File: config.mk
export PLATFORM = sky130hd
export DESIGN_NAME = power_band_health_monitor_unit
export DESIGN_NICKNAME = d
export VERILOG_FILES = /design/src/rtl/pbhm_pkg.sv /design/src/rtl/power_band_health_monitor_unit.sv /design/src/rtl/pbhm_front.sv /design/src/rtl/pbhm_queue.sv /design/src/rtl/pbhm_back.sv
export SDC_FILE = /design/constraint.sdc
export NUM_CORES = 2
export LEC_CHECK = 0
export BUFFER_PORTS_ARGS = -buffer_cell sky130_fd_sc_hd__buf_4
export CAP_MARGIN = 40
export CORE_UTILIZATION = 65
export DETAILED_ROUTE_END_ITERATION = 16
export GPL_TIMING_DRIVEN = 0
export HOLD_SLACK_MARGIN = 0.15
export PLACE_DENSITY = 0.82
export SYNTH_ARGS = -nofsm -noshare
export SYNTH_HDL_FRONTEND = slang
export SYNTH_SLANG_ARGS = --single-unit
File: constraint.sdc
create_clock -name clk -period 48.2 [get_ports clk]
set_input_delay 2.41 -clock clk [delete_from_list [all_inputs] [get_ports clk]]
set_output_delay 2.41 -clock clk [all_outputs]
set_load 0.005 [all_outputs]
File: src/rtl/pbhm_pkg.sv
// pbhm_pkg: shared types, constants and band tables of the power band health monitor
// no dependencies; used by every rtl file through scoped names
package pbhm_pkg;

  localparam int POS_W      = 4;
  localparam int RAW_W      = 16;
  localparam int POWER_W    = 23;
  localparam int STREAK_W   = 16;
  localparam int SETTLE_W   = 8;
  localparam int NUM_POSITIONS = 16;

  // divide by 50 and by 20 as reciprocal multiplies, exact over 16-bit inputs
  localparam int CUR_RECIP_W  = 17;
  localparam int VOLT_RECIP_W = 16;
  localparam logic [CUR_RECIP_W-1:0]  CUR_RECIP  = 17'd83887;
  localparam logic [VOLT_RECIP_W-1:0] VOLT_RECIP = 16'd52429;
  localparam int CUR_SHIFT  = 22;
  localparam int VOLT_SHIFT = 20;
  localparam int CURQ_W     = 11;
  localparam int VOLTQ_W    = 12;

  // configuration register indexes
  localparam int CFG_IDX_W = 2;
  localparam logic [CFG_IDX_W-1:0] CFG_SETTLE_COUNT    = 2'd0;
  localparam logic [CFG_IDX_W-1:0] CFG_VARIATION_LIMIT = 2'd1;
  localparam logic [CFG_IDX_W-1:0] CFG_FIXED_AFTER     = 2'd2;

  localparam logic [SETTLE_W-1:0] SETTLE_COUNT_RST    = 8'd5;
  localparam logic [POWER_W-1:0]  VARIATION_LIMIT_RST = 23'd20;
  localparam logic [STREAK_W-1:0] FIXED_AFTER_RST     = 16'd400;

  localparam logic [SETTLE_W-1:0] SETTLE_MAX = 8'hFF;
  localparam logic [STREAK_W-1:0] STREAK_MAX = 16'hFFFF;

  // position condition and sample class codes
  localparam logic [1:0] ST_WHITE  = 2'd0;
  localparam logic [1:0] ST_GREEN  = 2'd1;
  localparam logic [1:0] ST_YELLOW = 2'd2;
  localparam logic [1:0] ST_RED    = 2'd3;

  // bands: inclusive low, exclusive high
  localparam int BAND_W = 11;
  localparam logic [BAND_W-1:0] GREEN_LO [NUM_POSITIONS] = '{
    11'd0, 11'd41, 11'd101, 11'd191, 11'd266, 11'd351, 11'd426, 11'd521,
    11'd631, 11'd751, 11'd881, 11'd1001, 11'd1161, 11'd1321, 11'd1531, 11'd1751};
  localparam logic [BAND_W-1:0] GREEN_HI [NUM_POSITIONS] = '{
    11'd1, 11'd110, 11'd260, 11'd340, 11'd470, 11'd620, 11'd800, 11'd870,
    11'd1020, 11'd1140, 11'd1250, 11'd1370, 11'd1470, 11'd1550, 11'd1670, 11'd1800};
  localparam logic [BAND_W-1:0] YELLOW_LO [NUM_POSITIONS] = '{
    11'd0, 11'd41, 11'd101, 11'd191, 11'd266, 11'd351, 11'd426, 11'd521,
    11'd631, 11'd751, 11'd881, 11'd1001, 11'd1161, 11'd1321, 11'd1531, 11'd1751};
  localparam logic [BAND_W-1:0] YELLOW_HI [NUM_POSITIONS] = '{
    11'd1, 11'd110, 11'd260, 11'd340, 11'd470, 11'd620, 11'd800, 11'd870,
    11'd1020, 11'd1140, 11'd1250, 11'd1370, 11'd1470, 11'd1550, 11'd1670, 11'd1800};

  typedef struct packed {
    logic [POS_W-1:0] position;
    logic [RAW_W-1:0] current;
    logic [RAW_W-1:0] voltage;
  } in_item_t;

  typedef struct packed {
    logic [POWER_W-1:0]  power;
    logic                judged;
    logic [1:0]          sample_class;
    logic [1:0]          position_state;
    logic [STREAK_W-1:0] green_count;
    logic [STREAK_W-1:0] yellow_count;
  } out_item_t;

  // item handed from front to back
  typedef struct packed {
    logic [POS_W-1:0]   position;
    logic [POWER_W-1:0] power;
  } work_item_t;

  typedef struct packed {
    logic [SETTLE_W-1:0] settle_count;
    logic [POWER_W-1:0]  variation_limit;
    logic [STREAK_W-1:0] fixed_after;
  } cfg_t;

endpackage

File: src/rtl/power_band_health_monitor_unit.sv
// power_band_health_monitor_unit: top level, configuration registers and block wiring
// depends on pbhm_pkg, pbhm_front, pbhm_queue, pbhm_back
//
// Takes one sample item per clock while in_stall is low and returns one result item per
// sample, in order. A sample enters a two-stage front (divides by constants as reciprocal
// multiplies, then the power multiply), waits in a short queue, and is applied in the back,
// where the window write, the spread test, the band check and the read-modify-write of that
// position's state and streaks all happen in the same cycle; that state update sets the
// sustained rate of one item per cycle while the output is not stalled. A sample passes the
// stage-one and stage-two registers, the queue and the output register, so new samples keep
// flowing into the front and queue while a result waits. Configuration writes are always ready
// and should only be issued while the block is idle.
module power_band_health_monitor_unit #(
  parameter int WINDOW_DEPTH = 4,
  parameter int QUEUE_DEPTH  = 4
) (
  input  logic                                clk,
  input  logic                                rst_n,
  // sample input
  input  logic                                in_valid,
  output logic                                in_stall,
  input  pbhm_pkg::in_item_t                  in_data,
  // result output
  output logic                                out_valid,
  input  logic                                out_stall,
  output pbhm_pkg::out_item_t                 out_data,
  // register writes
  input  logic                                cfg_valid,
  output logic                                cfg_ready,
  input  logic [pbhm_pkg::CFG_IDX_W-1:0]      cfg_index,
  input  logic [pbhm_pkg::POWER_W-1:0]        cfg_data
);

  pbhm_pkg::cfg_t       cfg_r;
  logic                 q_push;
  pbhm_pkg::work_item_t q_push_data;
  logic                 q_full;
  logic                 q_pop;
  pbhm_pkg::work_item_t q_pop_data;
  logic                 q_empty;

  // writes are taken every cycle
  assign cfg_ready = 1'b1;

  // configuration registers, unknown indexes ignored
  always_ff @(posedge clk) begin
    if (!rst_n) begin
      cfg_r.settle_count    <= pbhm_pkg::SETTLE_COUNT_RST;
      cfg_r.variation_limit <= pbhm_pkg::VARIATION_LIMIT_RST;
      cfg_r.fixed_after     <= pbhm_pkg::FIXED_AFTER_RST;
    end else if (cfg_valid && cfg_ready) begin
      case (cfg_index)
        pbhm_pkg::CFG_SETTLE_COUNT: begin
          cfg_r.settle_count <= cfg_data[pbhm_pkg::SETTLE_W-1:0];
        end
        pbhm_pkg::CFG_VARIATION_LIMIT: begin
          cfg_r.variation_limit <= cfg_data;
        end
        pbhm_pkg::CFG_FIXED_AFTER: begin
          cfg_r.fixed_after <= cfg_data[pbhm_pkg::STREAK_W-1:0];
        end
        default: begin
        end
      endcase
    end
  end

  // front: accept and compute power
  pbhm_front u_front (
    .clk        (clk),
    .rst_n      (rst_n),
    .in_valid   (in_valid),
    .in_stall   (in_stall),
    .in_data    (in_data),
    .push       (q_push),
    .push_data  (q_push_data),
    .queue_full (q_full)
  );

  // decoupling queue
  pbhm_queue #(
    .DEPTH (QUEUE_DEPTH)
  ) u_queue (
    .clk       (clk),
    .rst_n     (rst_n),
    .push      (q_push),
    .push_data (q_push_data),
    .full      (q_full),
    .pop       (q_pop),
    .pop_data  (q_pop_data),
    .empty     (q_empty)
  );

  // back: window, judging, per-position state, output register
  pbhm_back #(
    .WINDOW_DEPTH (WINDOW_DEPTH)
  ) u_back (
    .clk       (clk),
    .rst_n     (rst_n),
    .cfg       (cfg_r),
    .empty     (q_empty),
    .pop       (q_pop),
    .pop_data  (q_pop_data),
    .out_valid (out_valid),
    .out_stall (out_stall),
    .out_data  (out_data)
  );

endmodule

File: src/rtl/pbhm_front.sv
// pbhm_front: accepts input items and computes sample power in two stages
// depends on pbhm_pkg
module pbhm_front (
  input  logic                 clk,
  input  logic                 rst_n,
  input  logic                 in_valid,
  output logic                 in_stall,
  input  pbhm_pkg::in_item_t   in_data,
  output logic                 push,
  output pbhm_pkg::work_item_t push_data,
  input  logic                 queue_full
);

  localparam int CUR_PROD_W  = pbhm_pkg::RAW_W + pbhm_pkg::CUR_RECIP_W;
  localparam int VOLT_PROD_W = pbhm_pkg::RAW_W + pbhm_pkg::VOLT_RECIP_W;

  logic                             s1_valid_r;
  logic [pbhm_pkg::POS_W-1:0]       s1_pos_r;
  logic [pbhm_pkg::CURQ_W-1:0]      s1_cur_q_r;
  logic [pbhm_pkg::VOLTQ_W-1:0]     s1_volt_q_r;
  logic                             s2_valid_r;
  pbhm_pkg::work_item_t             s2_r;

  logic [CUR_PROD_W-1:0]            cur_prod;
  logic [VOLT_PROD_W-1:0]           volt_prod;
  logic [pbhm_pkg::POWER_W-1:0]     power_nxt;
  logic                             s1_ready;
  logic                             s2_ready;
  logic                             accept;

  assign cur_prod  = CUR_PROD_W'(in_data.current) * CUR_PROD_W'(pbhm_pkg::CUR_RECIP);
  assign volt_prod = VOLT_PROD_W'(in_data.voltage) * VOLT_PROD_W'(pbhm_pkg::VOLT_RECIP);
  assign power_nxt = pbhm_pkg::POWER_W'(s1_cur_q_r) * pbhm_pkg::POWER_W'(s1_volt_q_r);

  assign s2_ready = !s2_valid_r || !queue_full;
  assign s1_ready = !s1_valid_r || s2_ready;
  assign in_stall = !s1_ready;
  assign accept   = in_valid && s1_ready;
  assign push      = s2_valid_r && !queue_full;
  assign push_data = s2_r;

  always_ff @(posedge clk) begin
    if (!rst_n) begin
      s1_valid_r <= 1'b0;
      s2_valid_r <= 1'b0;
    end else begin
      if (s1_ready) begin
        s1_valid_r <= in_valid;
      end
      if (s2_ready) begin
        s2_valid_r <= s1_valid_r;
      end
    end
  end

  always_ff @(posedge clk) begin
    if (accept) begin
      s1_pos_r    <= in_data.position;
      s1_cur_q_r  <= cur_prod[pbhm_pkg::CUR_SHIFT +: pbhm_pkg::CURQ_W];
      s1_volt_q_r <= volt_prod[pbhm_pkg::VOLT_SHIFT +: pbhm_pkg::VOLTQ_W];
    end
    if (s2_ready && s1_valid_r) begin
      s2_r.position <= s1_pos_r;
      s2_r.power    <= power_nxt;
    end
  end

endmodule

File: src/rtl/pbhm_queue.sv
// pbhm_queue: short register queue between front and back
// depends on pbhm_pkg
module pbhm_queue #(
  parameter int DEPTH = 4
) (
  input  logic                 clk,
  input  logic                 rst_n,
  input  logic                 push,
  input  pbhm_pkg::work_item_t push_data,
  output logic                 full,
  input  logic                 pop,
  output pbhm_pkg::work_item_t pop_data,
  output logic                 empty
);

  localparam int PTR_W = $clog2(DEPTH);
  localparam int CNT_W = $clog2(DEPTH + 1);

  pbhm_pkg::work_item_t mem_r [DEPTH];
  logic [PTR_W-1:0]     wr_ptr_r;
  logic [PTR_W-1:0]     rd_ptr_r;
  logic [CNT_W-1:0]     count_r;

  assign full     = (count_r == CNT_W'(DEPTH));
  assign empty    = (count_r == '0);
  assign pop_data = mem_r[rd_ptr_r];

  always_ff @(posedge clk) begin
    if (!rst_n) begin
      wr_ptr_r <= '0;
      rd_ptr_r <= '0;
      count_r  <= '0;
    end else begin
      if (push) begin
        wr_ptr_r <= (wr_ptr_r == PTR_W'(DEPTH - 1)) ? '0 : wr_ptr_r + 1'b1;
      end
      if (pop) begin
        rd_ptr_r <= (rd_ptr_r == PTR_W'(DEPTH - 1)) ? '0 : rd_ptr_r + 1'b1;
      end
      if (push && !pop) begin
        count_r <= count_r + 1'b1;
      end else if (pop && !push) begin
        count_r <= count_r - 1'b1;
      end
    end
  end

  always_ff @(posedge clk) begin
    if (push) begin
      mem_r[wr_ptr_r] <= push_data;
    end
  end

endmodule

File: src/rtl/pbhm_back.sv
// pbhm_back: power window, settle tracking, band judging and per-position state
// depends on pbhm_pkg
module pbhm_back #(
  parameter int WINDOW_DEPTH = 4
) (
  input  logic                 clk,
  input  logic                 rst_n,
  input  pbhm_pkg::cfg_t       cfg,
  input  logic                 empty,
  output logic                 pop,
  input  pbhm_pkg::work_item_t pop_data,
  output logic                 out_valid,
  input  logic                 out_stall,
  output pbhm_pkg::out_item_t  out_data
);

  localparam int PTR_W = $clog2(WINDOW_DEPTH);
  localparam int NPOS  = pbhm_pkg::NUM_POSITIONS;

  logic [pbhm_pkg::POWER_W-1:0]  win_r [WINDOW_DEPTH];
  logic [PTR_W-1:0]              ptr_r;
  logic [pbhm_pkg::POS_W-1:0]    prev_pos_r;
  logic [pbhm_pkg::SETTLE_W-1:0] settle_r;
  logic [1:0]                    cond_r [NPOS];
  logic [pbhm_pkg::STREAK_W-1:0] green_r [NPOS];
  logic [pbhm_pkg::STREAK_W-1:0] yellow_r [NPOS];
  logic                          out_valid_r;
  pbhm_pkg::out_item_t           out_r;

  logic [pbhm_pkg::POWER_W-1:0]  win_nxt [WINDOW_DEPTH];
  logic [pbhm_pkg::POWER_W-1:0]  win_hi;
  logic [pbhm_pkg::POWER_W-1:0]  win_lo;
  logic [pbhm_pkg::POWER_W-1:0]  spread;
  logic [PTR_W-1:0]              ptr_nxt;
  logic [pbhm_pkg::SETTLE_W-1:0] settle_nxt;
  logic                          same_pos;
  logic                          judged;
  logic                          in_green;
  logic                          in_yellow;
  logic [1:0]                    cls;
  logic [1:0]                    cond_new;
  logic [pbhm_pkg::STREAK_W-1:0] green_new;
  logic [pbhm_pkg::STREAK_W-1:0] yellow_new;
  logic [1:0]                    cond_upd;
  logic [pbhm_pkg::STREAK_W-1:0] green_upd;
  logic [pbhm_pkg::STREAK_W-1:0] yellow_upd;
  logic [pbhm_pkg::POS_W-1:0]    pos;
  logic [pbhm_pkg::POWER_W-1:0]  power;
  pbhm_pkg::out_item_t           result;

  assign pos       = pop_data.position;
  assign power     = pop_data.power;
  assign pop       = !empty && (!out_valid_r || !out_stall);
  assign out_valid = out_valid_r;
  assign out_data  = out_r;

  // window with this sample written, then its spread
  always_comb begin
    for (int i = 0; i < WINDOW_DEPTH; i++) begin
      win_nxt[i] = (PTR_W'(i) == ptr_r) ? power : win_r[i];
    end
    win_hi = win_nxt[0];
    win_lo = win_nxt[0];
    for (int i = 1; i < WINDOW_DEPTH; i++) begin
      if (win_nxt[i] > win_hi) begin
        win_hi = win_nxt[i];
      end
      if (win_nxt[i] < win_lo) begin
        win_lo = win_nxt[i];
      end
    end
    spread  = win_hi - win_lo;
    ptr_nxt = (ptr_r == PTR_W'(WINDOW_DEPTH - 1)) ? '0 : ptr_r + 1'b1;
  end

  always_comb begin
    same_pos = (pos == prev_pos_r);
    if (!same_pos) begin
      settle_nxt = '0;
    end else if (settle_r == pbhm_pkg::SETTLE_MAX) begin
      settle_nxt = settle_r;
    end else begin
      settle_nxt = settle_r + 1'b1;
    end
    judged = same_pos && (settle_nxt >= cfg.settle_count) && (spread <= cfg.variation_limit);

    in_green  = (power >= pbhm_pkg::POWER_W'(pbhm_pkg::GREEN_LO[pos])) &&
                (power <  pbhm_pkg::POWER_W'(pbhm_pkg::GREEN_HI[pos]));
    in_yellow = (power >= pbhm_pkg::POWER_W'(pbhm_pkg::YELLOW_LO[pos])) &&
                (power <  pbhm_pkg::POWER_W'(pbhm_pkg::YELLOW_HI[pos]));
    if (!in_yellow) begin
      cls = pbhm_pkg::ST_RED;
    end else if (!in_green) begin
      cls = pbhm_pkg::ST_YELLOW;
    end else begin
      cls = pbhm_pkg::ST_GREEN;
    end

    // saturating streak increments
    green_new  = (green_r[pos] == pbhm_pkg::STREAK_MAX) ? green_r[pos] : green_r[pos] + 1'b1;
    yellow_new = (yellow_r[pos] == pbhm_pkg::STREAK_MAX) ? yellow_r[pos] : yellow_r[pos] + 1'b1;
    cond_new   = cond_r[pos];
    // worse class escalates the state; red resets both streaks, yellow resets the green streak
    if (cls > cond_r[pos]) begin
      if (cls == pbhm_pkg::ST_RED) begin
        green_new  = '0;
        yellow_new = '0;
      end
      if (cls == pbhm_pkg::ST_YELLOW) begin
        green_new = '0;
      end
      cond_new = cls;
    end
    // long streaks pull the state back down
    if (yellow_new > cfg.fixed_after) begin
      cond_new = pbhm_pkg::ST_YELLOW;
    end
    if (green_new > cfg.fixed_after) begin
      cond_new = pbhm_pkg::ST_GREEN;
    end

    cond_upd   = judged ? cond_new   : cond_r[pos];
    green_upd  = judged ? green_new  : green_r[pos];
    yellow_upd = judged ? yellow_new : yellow_r[pos];

    result.power          = power;
    result.judged         = judged;
    result.sample_class   = judged ? cls : pbhm_pkg::ST_WHITE;
    result.position_state = cond_upd;
    result.green_count    = green_upd;
    result.yellow_count   = yellow_upd;
  end

  always_ff @(posedge clk) begin
    if (!rst_n) begin
      for (int i = 0; i < WINDOW_DEPTH; i++) begin
        win_r[i] <= '0;
      end
      for (int i = 0; i < NPOS; i++) begin
        cond_r[i]   <= pbhm_pkg::ST_WHITE;
        green_r[i]  <= '0;
        yellow_r[i] <= '0;
      end
      ptr_r       <= '0;
      prev_pos_r  <= '0;
      settle_r    <= '0;
      out_valid_r <= 1'b0;
    end else begin
      if (pop) begin
        for (int i = 0; i < WINDOW_DEPTH; i++) begin
          win_r[i] <= win_nxt[i];
        end
        ptr_r         <= ptr_nxt;
        prev_pos_r    <= pos;
        settle_r      <= settle_nxt;
        cond_r[pos]   <= cond_upd;
        green_r[pos]  <= green_upd;
        yellow_r[pos] <= yellow_upd;
        out_valid_r   <= 1'b1;
      end else if (!out_stall) begin
        out_valid_r <= 1'b0;
      end
    end
  end

  always_ff @(posedge clk) begin
    if (pop) begin
      out_r <= result;
    end
  end

  a_judged_has_class: assert property (@(posedge clk) disable iff (!rst_n)
    out_valid_r && out_r.judged |-> out_r.sample_class != pbhm_pkg::ST_WHITE)
    else $error("judged item without a class");

  a_unjudged_no_class: assert property (@(posedge clk) disable iff (!rst_n)
    out_valid_r && !out_r.judged |-> out_r.sample_class == pbhm_pkg::ST_WHITE)
    else $error("unjudged item carries a class");

  a_judged_leaves_white: assert property (@(posedge clk) disable iff (!rst_n)
    out_valid_r && out_r.judged |-> out_r.position_state != pbhm_pkg::ST_WHITE)
    else $error("judged position still white");

  a_new_pos_not_judged: assert property (@(posedge clk) disable iff (!rst_n)
    pop && (pop_data.position != prev_pos_r) |=> !out_r.judged)
    else $error("item judged on a position change");

endmodule
==> results.cfg <==
[grt]
grt_usage = 0.355
grt_pass1_vias = 42600
grt_pass1_wl_mm = 250
overflow = 0
grt_antenna_before_repair = 3
grt_max_degree = 49

[sta]
tightestPinTransition_ns = 1.06
slew_headroom = 0.290
hold_violations = 0
setup_tns_ns = 0
finalSetupViolCount = 0
finClkSkew_ns = 0.0780
fmax_mhz = 48.7
final-max-slew-violation-count = 0
grt_setup_unrepaired = false
period_share = 0.426
min_period_ns = 20.53

[logic_synthesis]
synth_area_um2 = 60400
avgSynthCellArea_um2 = 11.8
synth-seq-cells = 931
seq_area_frac_synth = 0.451
synthCells = 5108
synth_edf_count = 858
syn_nets = 6010
yosys_warnings = 0
synth_ff_type = edfxtp_1
async_flop_share = 0
yosysUniqueCellTypes = 96

[worst_setup_path]
crit_fanout = 10
path_buf_inv = 15
end_kind = register
path_class = reg -> reg
crit_required_ns = 48.63
startpoint_type = register
rr_worst_depth = 70
critPathMostFrequentCell = clkbuf_1
max_stage_delay_ns = 0.70
crit_slowest_cell = clkbuf_1
critPathArrivalTime_ns = 20.96
critPathTopFamily = compound AO/OA/AOI/OAI gates
path_depth = 70

[clock_network]
numCtsBuffers = 91
root_buffer = clkbuf_16
clockBufferDepth = 3
clk_pin_slew_ns = 0.06
cts_resized = 0
cts_hold_buf = 0
cts-htree-levels = 3
insertion_delay_ns = 0.71
clock_sinks = 931
cts_tree = done
postCtsSetupBuffers = 0

[layout]
final.fill_count = 6033
fin_nets = 6264
register_area_um2 = 27200
area_growth_pct = 10.3
drive_gt1_frac = 0.130
multiInputGateArea_um2 = 29800

[die]
coreArea_um2 = 91800
fp.dieW_um = 307
num_rows = 111
io_pins = 129
die_h_um = 307
dieArea_um2 = 94100
start_util = 0.657

[hold_path]
hold_depth = 0
worstHoldPathType = reg -> reg

[route]
wl_per_cell_um = 24.8
drc = 0
finalWirelength_mm = 166
vias = 42500
drtIter0Drc = 5443
vias_per_cell = 6.36
dr.pass1.iters = 8
postRouteAntennaNets = 0

[run]
drv_cap = 0

[place]
dp_hpwl_mm = 120
gp_congestion = 0.993
port_buffers = 127

[outcome]
outcome = complete, no violations
cell usage after synthesis (67+ instances only):
cell / instances / share of area
edfxtp_1: 858 / 0.43
dfxtp_1: 73 / 0.024
clkbuf_1: 154 / 0.0096
mux2_2: 67 / 0.013
nand2_1: 354 / 0.022
mux2i_1: 135 / 0.022
o21ai_0: 133 / 0.011
mux4_2: 170 / 0.063
ha_1: 567 / 0.12
a21oi_1: 130 / 0.011
inv_1: 559 / 0.035
and2_1: 78 / 0.0081
fa_1: 269 / 0.089
nor2_1: 748 / 0.047
flip-flops by register name, summed over array words and instances (netlist names), 8 cells and up, named ones only:
register / flops
u_back.out_data: 60
u_back.settle_r: 8
cfg_r: 47
u_front.s1_volt_q_r: 12
u_back.cond_r: 32
u_back.yellow_r: 256
u_back.green_r: 256
u_front.s1_cur_q_r: 11
u_queue.mem_r: 108
u_front.push_data: 27
u_back.win_r: 92
stage by stage:
stage               worst slack (ns)  hold WS (ns)  cell area (um2)  cells  utilization
floorplan                      33.02         0.400            60400   5108            -
global placement               28.17         0.404            62900   6478        0.685
detailed placement             28.40         0.405            63500   6511        0.692
CTS                            28.14         0.423            66600   6681        0.725
global route                   26.86         0.446            66600   6682        0.725
finish                         27.67         0.422            66600   6683        0.725
final timing paths:
path / startpoint / to / slack, ns
setup / recovery: register / u_back.yellow_r[2][3]$_SDFFCE_PN0P_ / 27.67
hold / removal: u_front.s1_pos_r[2]$_DFFE_PP_ / u_front.push_data[25]$_DFFE_PP_ / 0.42
setup reg to reg: register / u_back.yellow_r[2][3]$_SDFFCE_PN0P_ / 27.67
hold reg to reg: u_front.s1_pos_r[2]$_DFFE_PP_ / u_front.push_data[25]$_DFFE_PP_ / 0.42
per-layer routing:
layer	up-vias	routed length [um]	track usage	share of wire
li1	18400	-	-	-
met2	2898	74900	0.553	0.45
met3	618	20700	0.0837	0.12
met1	20600	61900	0.479	0.37
met4	4	8370	0.155	0.050
met5	-	32	0	0.00019
layout make-up:
class,instances,area share
Clock buffer,116,0.0359
Sequential cell,931,0.409
Tap cell,1243,0.0234
Multi-Input combinational cell,3363,0.448
Timing Repair Buffer,161,0.0235
Inverter,566,0.0320
Clock inverter,54,0.00990
Buffer,248,0.0184
Antenna cell,1,0.0000376
kinds of logic after synthesis:
kind of cell,after synthesis,synth area share
AND/OR/NAND/NOR,1485,0.109
flip-flops,931,0.451
adder cells (fa/ha/maj),836,0.207
buffers and inverters,814,0.0555
AO/OA/AOI/OAI,570,0.0631
multiplexers,379,0.101
XOR/XNOR,92,0.0134
other,1,0.0000621
cell usage in the layout, fill, tap and decap left out, types with 27 or more instances in the layout:
cell type  synthesis  layout
nand3_1           46      46
fa_1             269     269
xor2_1            28      28
dfxtp_1           73      73
clkbuf_16          0      91
mux2i_1          135     135
buf_4             17     146
o21a_1            27      27
nor2_1           748     748
and2_1            78      78
xnor2_1           64      64
ha_1             567     567
a21o_1            64      64
a21oi_1          130     130
edfxtp_1         858     858
mux4_2           170     170
clkbuf_1         154     176
nand2_1          354     338
inv_1            559     558
buf_2             44      45
mux2_2            67      67
nand4_1           36      36
nor3_1            42      42
nor2b_1           39      37
a21boi_0          53      53
o21ai_0          133     133
and3_1            52      52
Power is left out: the tool's default activity adds up to more than one toggle a clock period on the data nets, which glitch-free logic cannot reach.
